==> config.mk <==
export PLATFORM = sky130hd
export DESIGN_NAME = telemetry_frame_decoder
export DESIGN_NICKNAME = d
export VERILOG_FILES = /design/src/rtl/tfd_pkg.sv /design/src/rtl/tfd_parser.sv /design/src/rtl/tfd_outq.sv /design/src/rtl/telemetry_frame_decoder.sv
export SDC_FILE = /design/constraint.sdc
export NUM_CORES = 1
export LEC_CHECK = 0
export ABC_AREA = 0
export BUFFER_PORTS_ARGS = -buffer_cell sky130_fd_sc_hd__buf_2
export CORE_MARGIN = 8
export CORE_UTILIZATION = 54
export CTS_BUF_LIST = sky130_fd_sc_hd__clkbuf_4 sky130_fd_sc_hd__clkbuf_8 sky130_fd_sc_hd__clkbuf_16
export CTS_CLUSTER_SIZE = 30
export DETAILED_ROUTE_END_ITERATION = 7
export PLACE_DENSITY_LB_ADDON = 0.2
export SLEW_MARGIN = 10
export SYNTH_ARGS = -nofsm -noshare
export SYNTH_HDL_FRONTEND = slang
export SYNTH_SLANG_ARGS = --single-unit
==> constraint.sdc <==
create_clock -name clk -period 4.74 [get_ports clk]
set_input_delay 0.948 -clock clk [delete_from_list [all_inputs] [get_ports clk]]
set_output_delay 0.948 -clock clk [all_outputs]
set_load 0.02 [all_outputs]
==> src/rtl/tfd_pkg.sv <==
// Types and constants for the telemetry frame decoder.
// No dependencies; imported by every module of the block.
`timescale 1ns / 1ps

package tfd_pkg;

  localparam logic [7:0] MAGIC_0    = 8'hAA;
  localparam logic [7:0] MAGIC_1    = 8'hBB;
  localparam logic [4:0] HDR_LEN    = 5'd25;
  localparam logic [4:0] IMEI_FIRST = 5'd5;
  localparam logic [4:0] SEQ_FIRST  = 5'd20;
  localparam logic [4:0] COUNT_POS  = 5'd24;
  localparam logic [7:0] DIGIT_MAX  = 8'd9;

  // result kinds
  localparam logic [2:0] KIND_IMEI   = 3'd0;
  localparam logic [2:0] KIND_HEADER = 3'd1;
  localparam logic [2:0] KIND_NAME   = 3'd2;
  localparam logic [2:0] KIND_STRING = 3'd3;
  localparam logic [2:0] KIND_FIELD  = 3'd4;

  // frame status codes
  localparam logic [2:0] ST_OK        = 3'd0;
  localparam logic [2:0] ST_SHORT     = 3'd1;
  localparam logic [2:0] ST_BAD_MAGIC = 3'd2;
  localparam logic [2:0] ST_TRUNCATED = 3'd3;
  localparam logic [2:0] ST_UNKNOWN   = 3'd4;

  // field type codes
  localparam logic [3:0] FT_NULL   = 4'd0;
  localparam logic [3:0] FT_BOOL   = 4'd1;
  localparam logic [3:0] FT_INT8   = 4'd2;
  localparam logic [3:0] FT_UINT8  = 4'd3;
  localparam logic [3:0] FT_INT16  = 4'd4;
  localparam logic [3:0] FT_UINT16 = 4'd5;
  localparam logic [3:0] FT_INT32  = 4'd6;
  localparam logic [3:0] FT_UINT32 = 4'd7;
  localparam logic [3:0] FT_FLOAT  = 4'd10;
  localparam logic [3:0] FT_DOUBLE = 4'd11;
  localparam logic [3:0] FT_STRING = 4'd12;
  localparam logic [3:0] FT_BLOB   = 4'd13;

  typedef enum logic [7:0] {
    PH_HDR   = 8'b0000_0001,
    PH_NLEN  = 8'b0000_0010,
    PH_NAME  = 8'b0000_0100,
    PH_TYPE  = 8'b0000_1000,
    PH_VAL   = 8'b0001_0000,
    PH_SLEN  = 8'b0010_0000,
    PH_SDATA = 8'b0100_0000,
    PH_DRAIN = 8'b1000_0000
  } phase_t;

  typedef struct packed {
    logic [2:0]  status;
    logic [63:0] field_value;
    logic [3:0]  field_type;
    logic [7:0]  char_byte;
    logic        imei_ok;
    logic [31:0] seq_number;
    logic [7:0]  ver_minor;
    logic [7:0]  ver_major;
    logic [7:0]  msg_type;
    logic        frame_end;
    logic [2:0]  kind;
  } result_t;

  // results produced by one accepted byte (zero, one or two)
  typedef struct packed {
    logic [1:0] count;
    result_t    first;
    result_t    second;
  } push_t;

  // value width in bytes for the fixed-size types; 1 for string and blob, else 0
  function automatic logic [7:0] size_of_type(input logic [3:0] code);
    logic [7:0] sz;
    case (code)
      FT_BOOL, FT_INT8, FT_UINT8:            sz = 8'd1;
      FT_INT16, FT_UINT16:                   sz = 8'd2;
      FT_INT32, FT_UINT32, FT_FLOAT:         sz = 8'd4;
      FT_DOUBLE:                             sz = 8'd8;
      FT_STRING, FT_BLOB:                    sz = 8'd1;
      default:                               sz = 8'd0;
    endcase
    return sz;
  endfunction

endpackage

==> src/rtl/tfd_parser.sv <==
// Frame parser: per-byte state update and result generation.
// Depends on tfd_pkg.
`timescale 1ns / 1ps

module tfd_parser (
  input  logic           clk,
  input  logic           rst,
  input  logic           in_valid,
  input  logic [7:0]     in_byte,
  input  logic           in_last,
  output tfd_pkg::push_t push
);
  import tfd_pkg::*;

  phase_t      phase, phase_next;
  logic [4:0]  header_pos, header_pos_next;
  logic [7:0]  type_reg, type_reg_next;
  logic [7:0]  major_reg, major_reg_next;
  logic [7:0]  minor_reg, minor_reg_next;
  logic [31:0] seq_reg, seq_reg_next;
  logic        imei_good, imei_good_next;
  logic [7:0]  fields_left, fields_left_next;
  logic [7:0]  bytes_left, bytes_left_next;
  logic [3:0]  cur_type, cur_type_next;
  logic [63:0] value_acc, value_acc_next;
  logic [2:0]  error_latch, error_latch_next;

  result_t     hdr_rec, fe_rec, fld_rec, chr_rec;
  logic        done_fire;
  logic [63:0] done_value;
  logic [7:0]  bl_dec, fl_dec;
  logic [2:0]  val_idx;
  logic [1:0]  seq_idx;
  logic [63:0] acc_new;
  logic        emit_chr;
  logic [2:0]  chr_kind;
  logic [2:0]  fe_status;

  assign bl_dec  = bytes_left - 8'd1;
  assign fl_dec  = fields_left - 8'd1;
  assign val_idx = 3'(size_of_type(cur_type) - bytes_left);
  assign seq_idx = 2'(header_pos - SEQ_FIRST);
  assign acc_new = value_acc | (64'(in_byte) << {val_idx, 3'b000});

  always_comb begin
    hdr_rec            = '0;
    hdr_rec.kind       = KIND_HEADER;
    hdr_rec.msg_type   = type_reg;
    hdr_rec.ver_major  = major_reg;
    hdr_rec.ver_minor  = minor_reg;
    hdr_rec.seq_number = seq_reg;
    hdr_rec.imei_ok    = imei_good;
  end

  always_comb begin
    phase_next       = phase;
    header_pos_next  = header_pos;
    type_reg_next    = type_reg;
    major_reg_next   = major_reg;
    minor_reg_next   = minor_reg;
    seq_reg_next     = seq_reg;
    imei_good_next   = imei_good;
    fields_left_next = fields_left;
    bytes_left_next  = bytes_left;
    cur_type_next    = cur_type;
    value_acc_next   = value_acc;
    error_latch_next = error_latch;
    done_fire        = 1'b0;
    done_value       = '0;
    emit_chr         = 1'b0;
    chr_kind         = KIND_IMEI;
    fe_status        = ST_OK;
    push             = '0;

    if (in_valid && in_last) begin
      if (header_pos < COUNT_POS) begin
        fe_status = ST_SHORT;
      end else if (error_latch != ST_OK) begin
        fe_status = error_latch;
      end else if (phase == PH_HDR) begin
        fe_status = ST_OK;
      end else if (phase == PH_NAME || phase == PH_TYPE || phase == PH_VAL ||
                   phase == PH_SLEN || phase == PH_SDATA) begin
        fe_status = ST_TRUNCATED;
      end
      // whole frame state returns to reset after the checksum byte
      phase_next       = PH_HDR;
      header_pos_next  = '0;
      type_reg_next    = '0;
      major_reg_next   = '0;
      minor_reg_next   = '0;
      seq_reg_next     = '0;
      imei_good_next   = 1'b1;
      fields_left_next = '0;
      bytes_left_next  = '0;
      cur_type_next    = '0;
      value_acc_next   = '0;
      error_latch_next = ST_OK;
    end else if (in_valid) begin
      if (header_pos < HDR_LEN) begin
        header_pos_next = header_pos + 5'd1;
      end
      case (phase)
        PH_HDR: begin
          if (header_pos == 5'd0 || header_pos == 5'd1) begin
            if (in_byte != ((header_pos == 5'd0) ? MAGIC_0 : MAGIC_1)) begin
              error_latch_next = ST_BAD_MAGIC;
              phase_next       = PH_DRAIN;
            end
          end else if (header_pos == 5'd2) begin
            type_reg_next = in_byte;
          end else if (header_pos == 5'd3) begin
            major_reg_next = in_byte;
          end else if (header_pos == 5'd4) begin
            minor_reg_next = in_byte;
          end else if (header_pos < SEQ_FIRST) begin
            if (in_byte > DIGIT_MAX) begin
              imei_good_next = 1'b0;
            end
            emit_chr = 1'b1;
            chr_kind = KIND_IMEI;
          end else if (header_pos < COUNT_POS) begin
            seq_reg_next = seq_reg | (32'(in_byte) << {seq_idx, 3'b000});
          end else begin
            fields_left_next = in_byte;
            phase_next       = (in_byte != 8'd0) ? PH_NLEN : PH_DRAIN;
          end
        end
        PH_NLEN: begin
          bytes_left_next = in_byte;
          phase_next      = (in_byte != 8'd0) ? PH_NAME : PH_TYPE;
        end
        PH_NAME: begin
          emit_chr        = 1'b1;
          chr_kind        = KIND_NAME;
          bytes_left_next = bl_dec;
          if (bl_dec == 8'd0) begin
            phase_next = PH_TYPE;
          end
        end
        PH_TYPE: begin
          if (in_byte > 8'(FT_BLOB) || in_byte == 8'd8 || in_byte == 8'd9) begin
            error_latch_next = ST_UNKNOWN;
            phase_next       = PH_DRAIN;
          end else begin
            cur_type_next  = in_byte[3:0];
            value_acc_next = '0;
            if (in_byte[3:0] == FT_NULL) begin
              done_fire = 1'b1;
            end else if (in_byte[3:0] == FT_STRING || in_byte[3:0] == FT_BLOB) begin
              phase_next = PH_SLEN;
            end else begin
              bytes_left_next = size_of_type(in_byte[3:0]);
              phase_next      = PH_VAL;
            end
          end
        end
        PH_VAL: begin
          value_acc_next  = acc_new;
          bytes_left_next = bl_dec;
          if (bl_dec == 8'd0) begin
            done_fire  = 1'b1;
            done_value = (cur_type == FT_BOOL) ? 64'(acc_new != '0) : acc_new;
          end
        end
        PH_SLEN: begin
          value_acc_next  = 64'(in_byte);
          bytes_left_next = in_byte;
          if (in_byte == 8'd0) begin
            done_fire = 1'b1;
          end else begin
            phase_next = PH_SDATA;
          end
        end
        PH_SDATA: begin
          emit_chr        = 1'b1;
          chr_kind        = KIND_STRING;
          bytes_left_next = bl_dec;
          if (bl_dec == 8'd0) begin
            done_fire  = 1'b1;
            done_value = value_acc;
          end
        end
        default: begin
        end
      endcase
      if (done_fire) begin
        fields_left_next = fl_dec;
        phase_next       = (fl_dec != 8'd0) ? PH_NLEN : PH_DRAIN;
      end
    end

    fe_rec           = '0;
    fe_rec.frame_end = 1'b1;
    fe_rec.status    = fe_status;

    fld_rec             = '0;
    fld_rec.kind        = KIND_FIELD;
    fld_rec.field_type  = cur_type_next;
    fld_rec.field_value = done_value;

    chr_rec           = '0;
    chr_rec.kind      = chr_kind;
    chr_rec.char_byte = in_byte;

    if (in_valid && in_last) begin
      if (header_pos >= COUNT_POS && error_latch == ST_OK && phase == PH_HDR) begin
        push.count  = 2'd2;
        push.first  = hdr_rec;
        push.second = fe_rec;
      end else begin
        push.count = 2'd1;
        push.first = fe_rec;
      end
    end else if (in_valid && phase == PH_HDR && header_pos == COUNT_POS) begin
      push.count = 2'd1;
      push.first = hdr_rec;
    end else if (in_valid && done_fire && emit_chr) begin
      // last string/blob byte: the char, then the completed field
      push.count  = 2'd2;
      push.first  = chr_rec;
      push.second = fld_rec;
    end else if (in_valid && done_fire) begin
      push.count = 2'd1;
      push.first = fld_rec;
    end else if (in_valid && emit_chr) begin
      push.count = 2'd1;
      push.first = chr_rec;
    end
  end

  always_ff @(posedge clk) begin
    if (rst) begin
      phase       <= PH_HDR;
      header_pos  <= '0;
      type_reg    <= '0;
      major_reg   <= '0;
      minor_reg   <= '0;
      seq_reg     <= '0;
      imei_good   <= 1'b1;
      fields_left <= '0;
      bytes_left  <= '0;
      cur_type    <= '0;
      value_acc   <= '0;
      error_latch <= ST_OK;
    end else begin
      phase       <= phase_next;
      header_pos  <= header_pos_next;
      type_reg    <= type_reg_next;
      major_reg   <= major_reg_next;
      minor_reg   <= minor_reg_next;
      seq_reg     <= seq_reg_next;
      imei_good   <= imei_good_next;
      fields_left <= fields_left_next;
      bytes_left  <= bytes_left_next;
      cur_type    <= cur_type_next;
      value_acc   <= value_acc_next;
      error_latch <= error_latch_next;
    end
  end

endmodule

==> src/rtl/tfd_outq.sv <==
// Four-entry result queue between the parser and the output channel.
// Depends on tfd_pkg.
`timescale 1ns / 1ps

module tfd_outq (
  input  logic             clk,
  input  logic             rst,
  input  tfd_pkg::push_t   push,
  output logic             in_ready,
  output logic             out_valid,
  input  logic             out_ready,
  output tfd_pkg::result_t out_data
);
  import tfd_pkg::*;

  result_t    mem [4];
  logic [1:0] wr_ptr, rd_ptr;
  logic [2:0] count, count_next;
  logic       pop;

  // room for the worst case of two results per byte
  assign in_ready   = (count <= 3'd2);
  assign out_valid  = (count != 3'd0);
  assign out_data   = mem[rd_ptr];
  assign pop        = out_valid && out_ready;
  assign count_next = count + 3'(push.count) - 3'(pop);

  always_ff @(posedge clk) begin
    if (push.count != 2'd0) begin
      mem[wr_ptr] <= push.first;
    end
    if (push.count == 2'd2) begin
      mem[wr_ptr + 2'd1] <= push.second;
    end
  end

  always_ff @(posedge clk) begin
    if (rst) begin
      wr_ptr <= '0;
      rd_ptr <= '0;
      count  <= '0;
    end else begin
      wr_ptr <= wr_ptr + push.count;
      rd_ptr <= rd_ptr + 2'(pop);
      count  <= count_next;
    end
  end

endmodule

==> src/rtl/telemetry_frame_decoder.sv <==
// Telemetry frame decoder top level: byte stream in, decoded records out.
// Depends on tfd_pkg, tfd_parser and tfd_outq.
`timescale 1ns / 1ps
//
// Input: one frame byte per transaction on s_axis, s_axis_tlast on the final
// (checksum) byte. Output: one record per transaction on m_axis; tuser gives
// the kind (IMEI digit, header, name char, string/blob char, field done),
// tlast marks the frame-end record whose status field closes the frame.
// Each byte updates the parser state in the cycle it is accepted, and its
// records are written into a four-entry queue that drives m_axis. Bytes
// are taken one per cycle while s_axis_tready is high; a byte gives at most
// two records (header plus frame end when the count byte is also the last,
// or the last string/blob char plus its field done). s_axis_tready is low
// while the queue holds more than two records, so a stalled receiver stops
// input before the queue can overflow and no record is lost.
// Records leave at one per cycle while m_axis_tready is high. Synchronous
// reset returns the parser to the start of a frame and empties the queue;
// after each frame-end record the parser is back in the same state.
//
module telemetry_frame_decoder (
  input  logic         clk,
  input  logic         rst,
  input  logic         s_axis_tvalid,
  output logic         s_axis_tready,
  input  logic [7:0]   s_axis_tdata,   // [7:0] data_byte
  input  logic         s_axis_tlast,
  output logic         m_axis_tvalid,
  input  logic         m_axis_tready,
  // [7:0] msg_type, [15:8] ver_major, [23:16] ver_minor, [55:24] seq_number,
  // [56] imei_ok, [64:57] char_byte, [68:65] field_type,
  // [132:69] field_value, [135:133] status
  output logic [135:0] m_axis_tdata,
  output logic [2:0]   m_axis_tuser,   // [2:0] kind
  output logic         m_axis_tlast
);
  import tfd_pkg::*;

  push_t   push;
  result_t res;
  logic    take;

  assign take = s_axis_tvalid && s_axis_tready;

  tfd_parser u_parser (
    .clk      (clk),
    .rst      (rst),
    .in_valid (take),
    .in_byte  (s_axis_tdata),
    .in_last  (s_axis_tlast),
    .push     (push)
  );

  tfd_outq u_outq (
    .clk       (clk),
    .rst       (rst),
    .push      (push),
    .in_ready  (s_axis_tready),
    .out_valid (m_axis_tvalid),
    .out_ready (m_axis_tready),
    .out_data  (res)
  );

  assign m_axis_tuser = res.kind;
  assign m_axis_tlast = res.frame_end;
  assign m_axis_tdata = {res.status, res.field_value, res.field_type, res.char_byte,
                         res.imei_ok, res.seq_number, res.ver_minor, res.ver_major,
                         res.msg_type};

endmodule

==> key figures <==
Outcome
  – Status: finished clean

Clock network
  – H-tree Lvls: 3
  – Num CTS Buffers: 75
  – Clock Latency Late Sink: between 0.6 and 0.7 ns
  – Cts hold-fix bufs: 0
  – CTS-repair resized insts: 0
  – TritonCTS clock tree: built
  – CTS sink cnt: between 700 and 800
  – CTS max path bufs: 3
  – Post-CTS Setup Bufs: 0
  – Clk pin slew, worst setup/hold paths: ~0.070 ns
  – Root buffer cell: clkbuf_16

Global routing
  – Largest net degree at the start of global routing: 121
  – GR Overflow Total: 0
  – Initial antenna violation count: 3
  – Met2 Use GR: between 40% and 50%
  – Top Usage Layer GRT: met2
  – Met3 Track Usage GR: under 10%
  – M1 GR Usage: 34.86%
  – Vias in the first global route: 25,650
  – First-pass GRT wire length: 152.0 mm
  – Total track usage: approximately 28%

Floorplan
  – Die Y: ~260 um
  – Site Rows: 90
  – Die Width: 262.2 um
  – I/O pin cnt: between 150 and 200
  – Die ar.: approximately 69,000 um2
  – Starting Density: between 50 and 60%
  – Core area: 60,130 um2

Power and ir drop
  – Maximum VDD drop: just over 0.3 mV
  – Pwr/cell area: 467.6 nW/um2
  – LEAKAGE: between 10 and 15 nW

Route
  – Routed WL per cell: 24.59 um
  – Via/cell ratio: about 6.5
  – Detailed-route via count: approximately 26,000
  – Drt drc: 0
  – Initial DRC Count: approximately 3,000
  – Routed Wire Length: between 90 and 100 mm
  – DRT Pass-1 Iters: 8
  – Post-DRT Antenna Nets: 0

Synthesis
  – Post-synth EDFFs: approximately 290
  – Synth Instances: between 3,000 and 4,000
  – Mapped Area: around 33,000 um2
  – Synth Area in Compound Gates: around an eighth
  – Mean post-synth cell area: around 10 um2
  – Largest family of logic cells by synthesized area: simple AND/OR/NAND/NOR gates
  – Post-Synth Adder-Cell Area: 0.6573%
  – Post-synthesis mux area share: about a tenth
  – Cell with the most instances after synthesis: nor2_1
  – Register area share after synthesis: between 50% and 60%
  – Area leader, netlist: edfxtp_1
  – Yosys warns: 0
  – Top cell type's share of synthesized area: 26.78%
  – Netlist cell types: 84
  – Post-Synth XOR/XNOR Area: less than 1%
  – Simple-Gate Fraction of Synth Area: 16.83%
  – Post-synth top cells: 472 x nor2_1, 434 x dfxtp_1, 319 x nand2_1
  – Seq cells post-synth: about 730
  – Fraction of registers with async set/reset: 0%
  – Syn nets: about 3,200
  – Main synth FF type: dfxtp_1
  – Largest cells by area after synthesis: edfxtp_1 27%, dfxtp_1 27%, mux4_2 9.6%, nor2_1 5.4%, nand3_1 4.0%

Cells and area
  – Area Overhead vs Synth: 11.80%
  – FILL cells: approximately 4,900
  – Final Util: 60.87%
  – N_diodes: 0
  – Largest register FFs: 560
  – Fin nets: 3,173
  – Post-route cell area: between 30,000 and 40,000 um2
  – Layout cell share with drive strength beyond 1: 18.10%

Critical path
  – Worst Path Arrival: 4.57 ns
  – Startpoint Class: flip-flop
  – CP required: 5.24 ns
  – Crit path max-delay family: adder cells
  – CP Max Fanout: 46
  – CP bufs+invs: 3
  – Critical path, cell by cell: inv_1, ha_1, or4_1, nand3_1, nand4_2, o21ai_2, buf_4, a21o_4, inv_6, ha_1, fa_1, xnor2_1, xnor2_1, nor2_1
  – Max incr delay on CP: just over 0.5 ns
  – Slowest cell on crit path: or4_1
  – WS Path Type: reg2reg
  – Crit. End Element: flip-flop

STA
  – Worst slew pin tran: around 1.3 ns
  – Clock skew: ~0.025 ns
  – # setup viols final: 0
  – Hold Vio Cnt, Final: 0
  – Final worst slack: approximately 0.68 ns
  – Final period utilization: 85.73%
  – Slew headroom: a little over an eighth
  – Setup TNS: 0 ns
  – Max Freq: between 200 and 250 MHz
  – Pins Over Slew Limit: 0
  – Unrepaired setup endpoints after global routing: no
  – Min Tclk post-route: between 4 and 5 ns

Job
  – Max Cap Viol: 0

Placement
  – Port bufs: ~150
  – Setup Slack @ Placement: 0.5422 ns
  – Post-DP HPWL: approximately 57 mm
  – Placed cell area: roughly 34,000 um2
  – Gp weighted congestion: between 0.9 and 1

Hold path
  – Hold Crit Class: reg2reg
## routing by layer
| layer | share of wire, % | vias up |
|---|---|---|
| met5 | 0.038 | - |
| met4 | 3.6 | 6 |
| met3 | 8.2 | 219 |
| met2 | 49 | 1310 |
| met1 | 39 | 12810 |
| li1 | - | 11450 |
## per-stage QoR
| stage | total power, mW | std cells | hold slack [ns] |
|---|---|---|---|
| 6_report | 17.12 | 3986 | 0.4558 |
| 5_1_grt | 17.71 | 3986 | 0.4773 |
| 4_1_cts | 17.18 | 3986 | 0.4595 |
| 3_5_place_dp | 11.21 | 3849 | 0.4491 |
| 3_3_place_gp | 11.14 | 3849 | 0.4415 |
| 2_1_floorplan | 9.971 | 3123 | 0.4295 |
## worst reg2reg max path, cell delays in order (launching register included)
cell and delay (ns):
dfxtp_1 0.46, inv_1 0.14, ha_1 0.29, or4_1 0.51, nand3_1 0.11, nand4_2 0.30
o21ai_2 0.25, buf_4 0.38, a21o_4 0.23, inv_6 0.13, ha_1 0.35, fa_1 0.38
xnor2_1 0.22, xnor2_1 0.15, nor2_1 0.06
## path summary, 6_finish.rpt
kind	startpoint	end	slack [ns]	cells after the start
max	u_parser.header_pos[0]$_SDFFE_PP0P_	u_outq.count[2]$_SDFF_PP0_	0.68	14
min	u_outq.mem[0][4]$_SDFFE_PP0P_	u_outq.mem[0][4]$_SDFFE_PP0P_	0.46	2
min reg2reg	u_outq.mem[0][4]$_SDFFE_PP0P_	u_outq.mem[0][4]$_SDFFE_PP0P_	0.46	2
max reg2reg	u_parser.header_pos[0]$_SDFFE_PP0P_	u_outq.count[2]$_SDFF_PP0_	0.68	14
## cell usage in the layout (no fill, tap or decap), types with 13 or more instances in the layout
cell | synthesis | final
nor2b_1 | 13 | 13
a22oi_1 | 64 | 64
buf_12 | 0 | 19
mux4_2 | 140 | 140
o31ai_1 | 62 | 60
buf_4 | 13 | 56
mux2i_1 | 28 | 28
nor3_1 | 25 | 23
nor4_1 | 26 | 26
edfxtp_1 | 292 | 292
and2_1 | 19 | 19
a21oi_1 | 76 | 76
buf_2 | 52 | 154
clkbuf_16 | 0 | 79
a22o_1 | 30 | 30
inv_1 | 81 | 81
and3_1 | 24 | 24
ha_1 | 14 | 14
a31o_2 | 18 | 18
nand3_1 | 261 | 261
clkbuf_8 | 0 | 13
nand2_1 | 319 | 314
o211ai_1 | 171 | 171
o21ai_0 | 85 | 85
nor2_1 | 472 | 472
clkbuf_4 | 0 | 26
dfxtp_1 | 434 | 432
## logic make-up after synthesis
| logic type | after synthesis |
|---|---|
| AO/OA/AOI/OAI | 588 |
| XOR/XNOR | 19 |
| adder cells (fa/ha/maj) | 16 |
| buffers and inverters | 367 |
| flip-flops | 726 |
| multiplexers | 172 |
| AND/OR/NAND/NOR | 1235 |
## layout make-up
class | count | area, um2 | share of cell area (%)
Multi-Input combinational cell | 2030 | 13730 | 37.51
Inverter | 82 | 312.8 | 0.8546
Clock buffer | 118 | 2351 | 6.423
Sequential cell | 726 | 17460 | 47.71
Clock inverter | 19 | 193.9 | 0.5298
Tap cell | 782 | 978.4 | 2.673
Timing Repair Buffer | 229 | 1572 | 4.293
## where the power goes
part / internal [mW] / total (mW) / switching, mW
clock network: 3.59 / 6.05 / 2.46
registers: 6.99 / 7.35 / 0.364
logic: 1.46 / 3.71 / 2.25
total: 12.0 / 17.1 / 5.08
No activity file was read; power rests on OpenSTA's default activity.
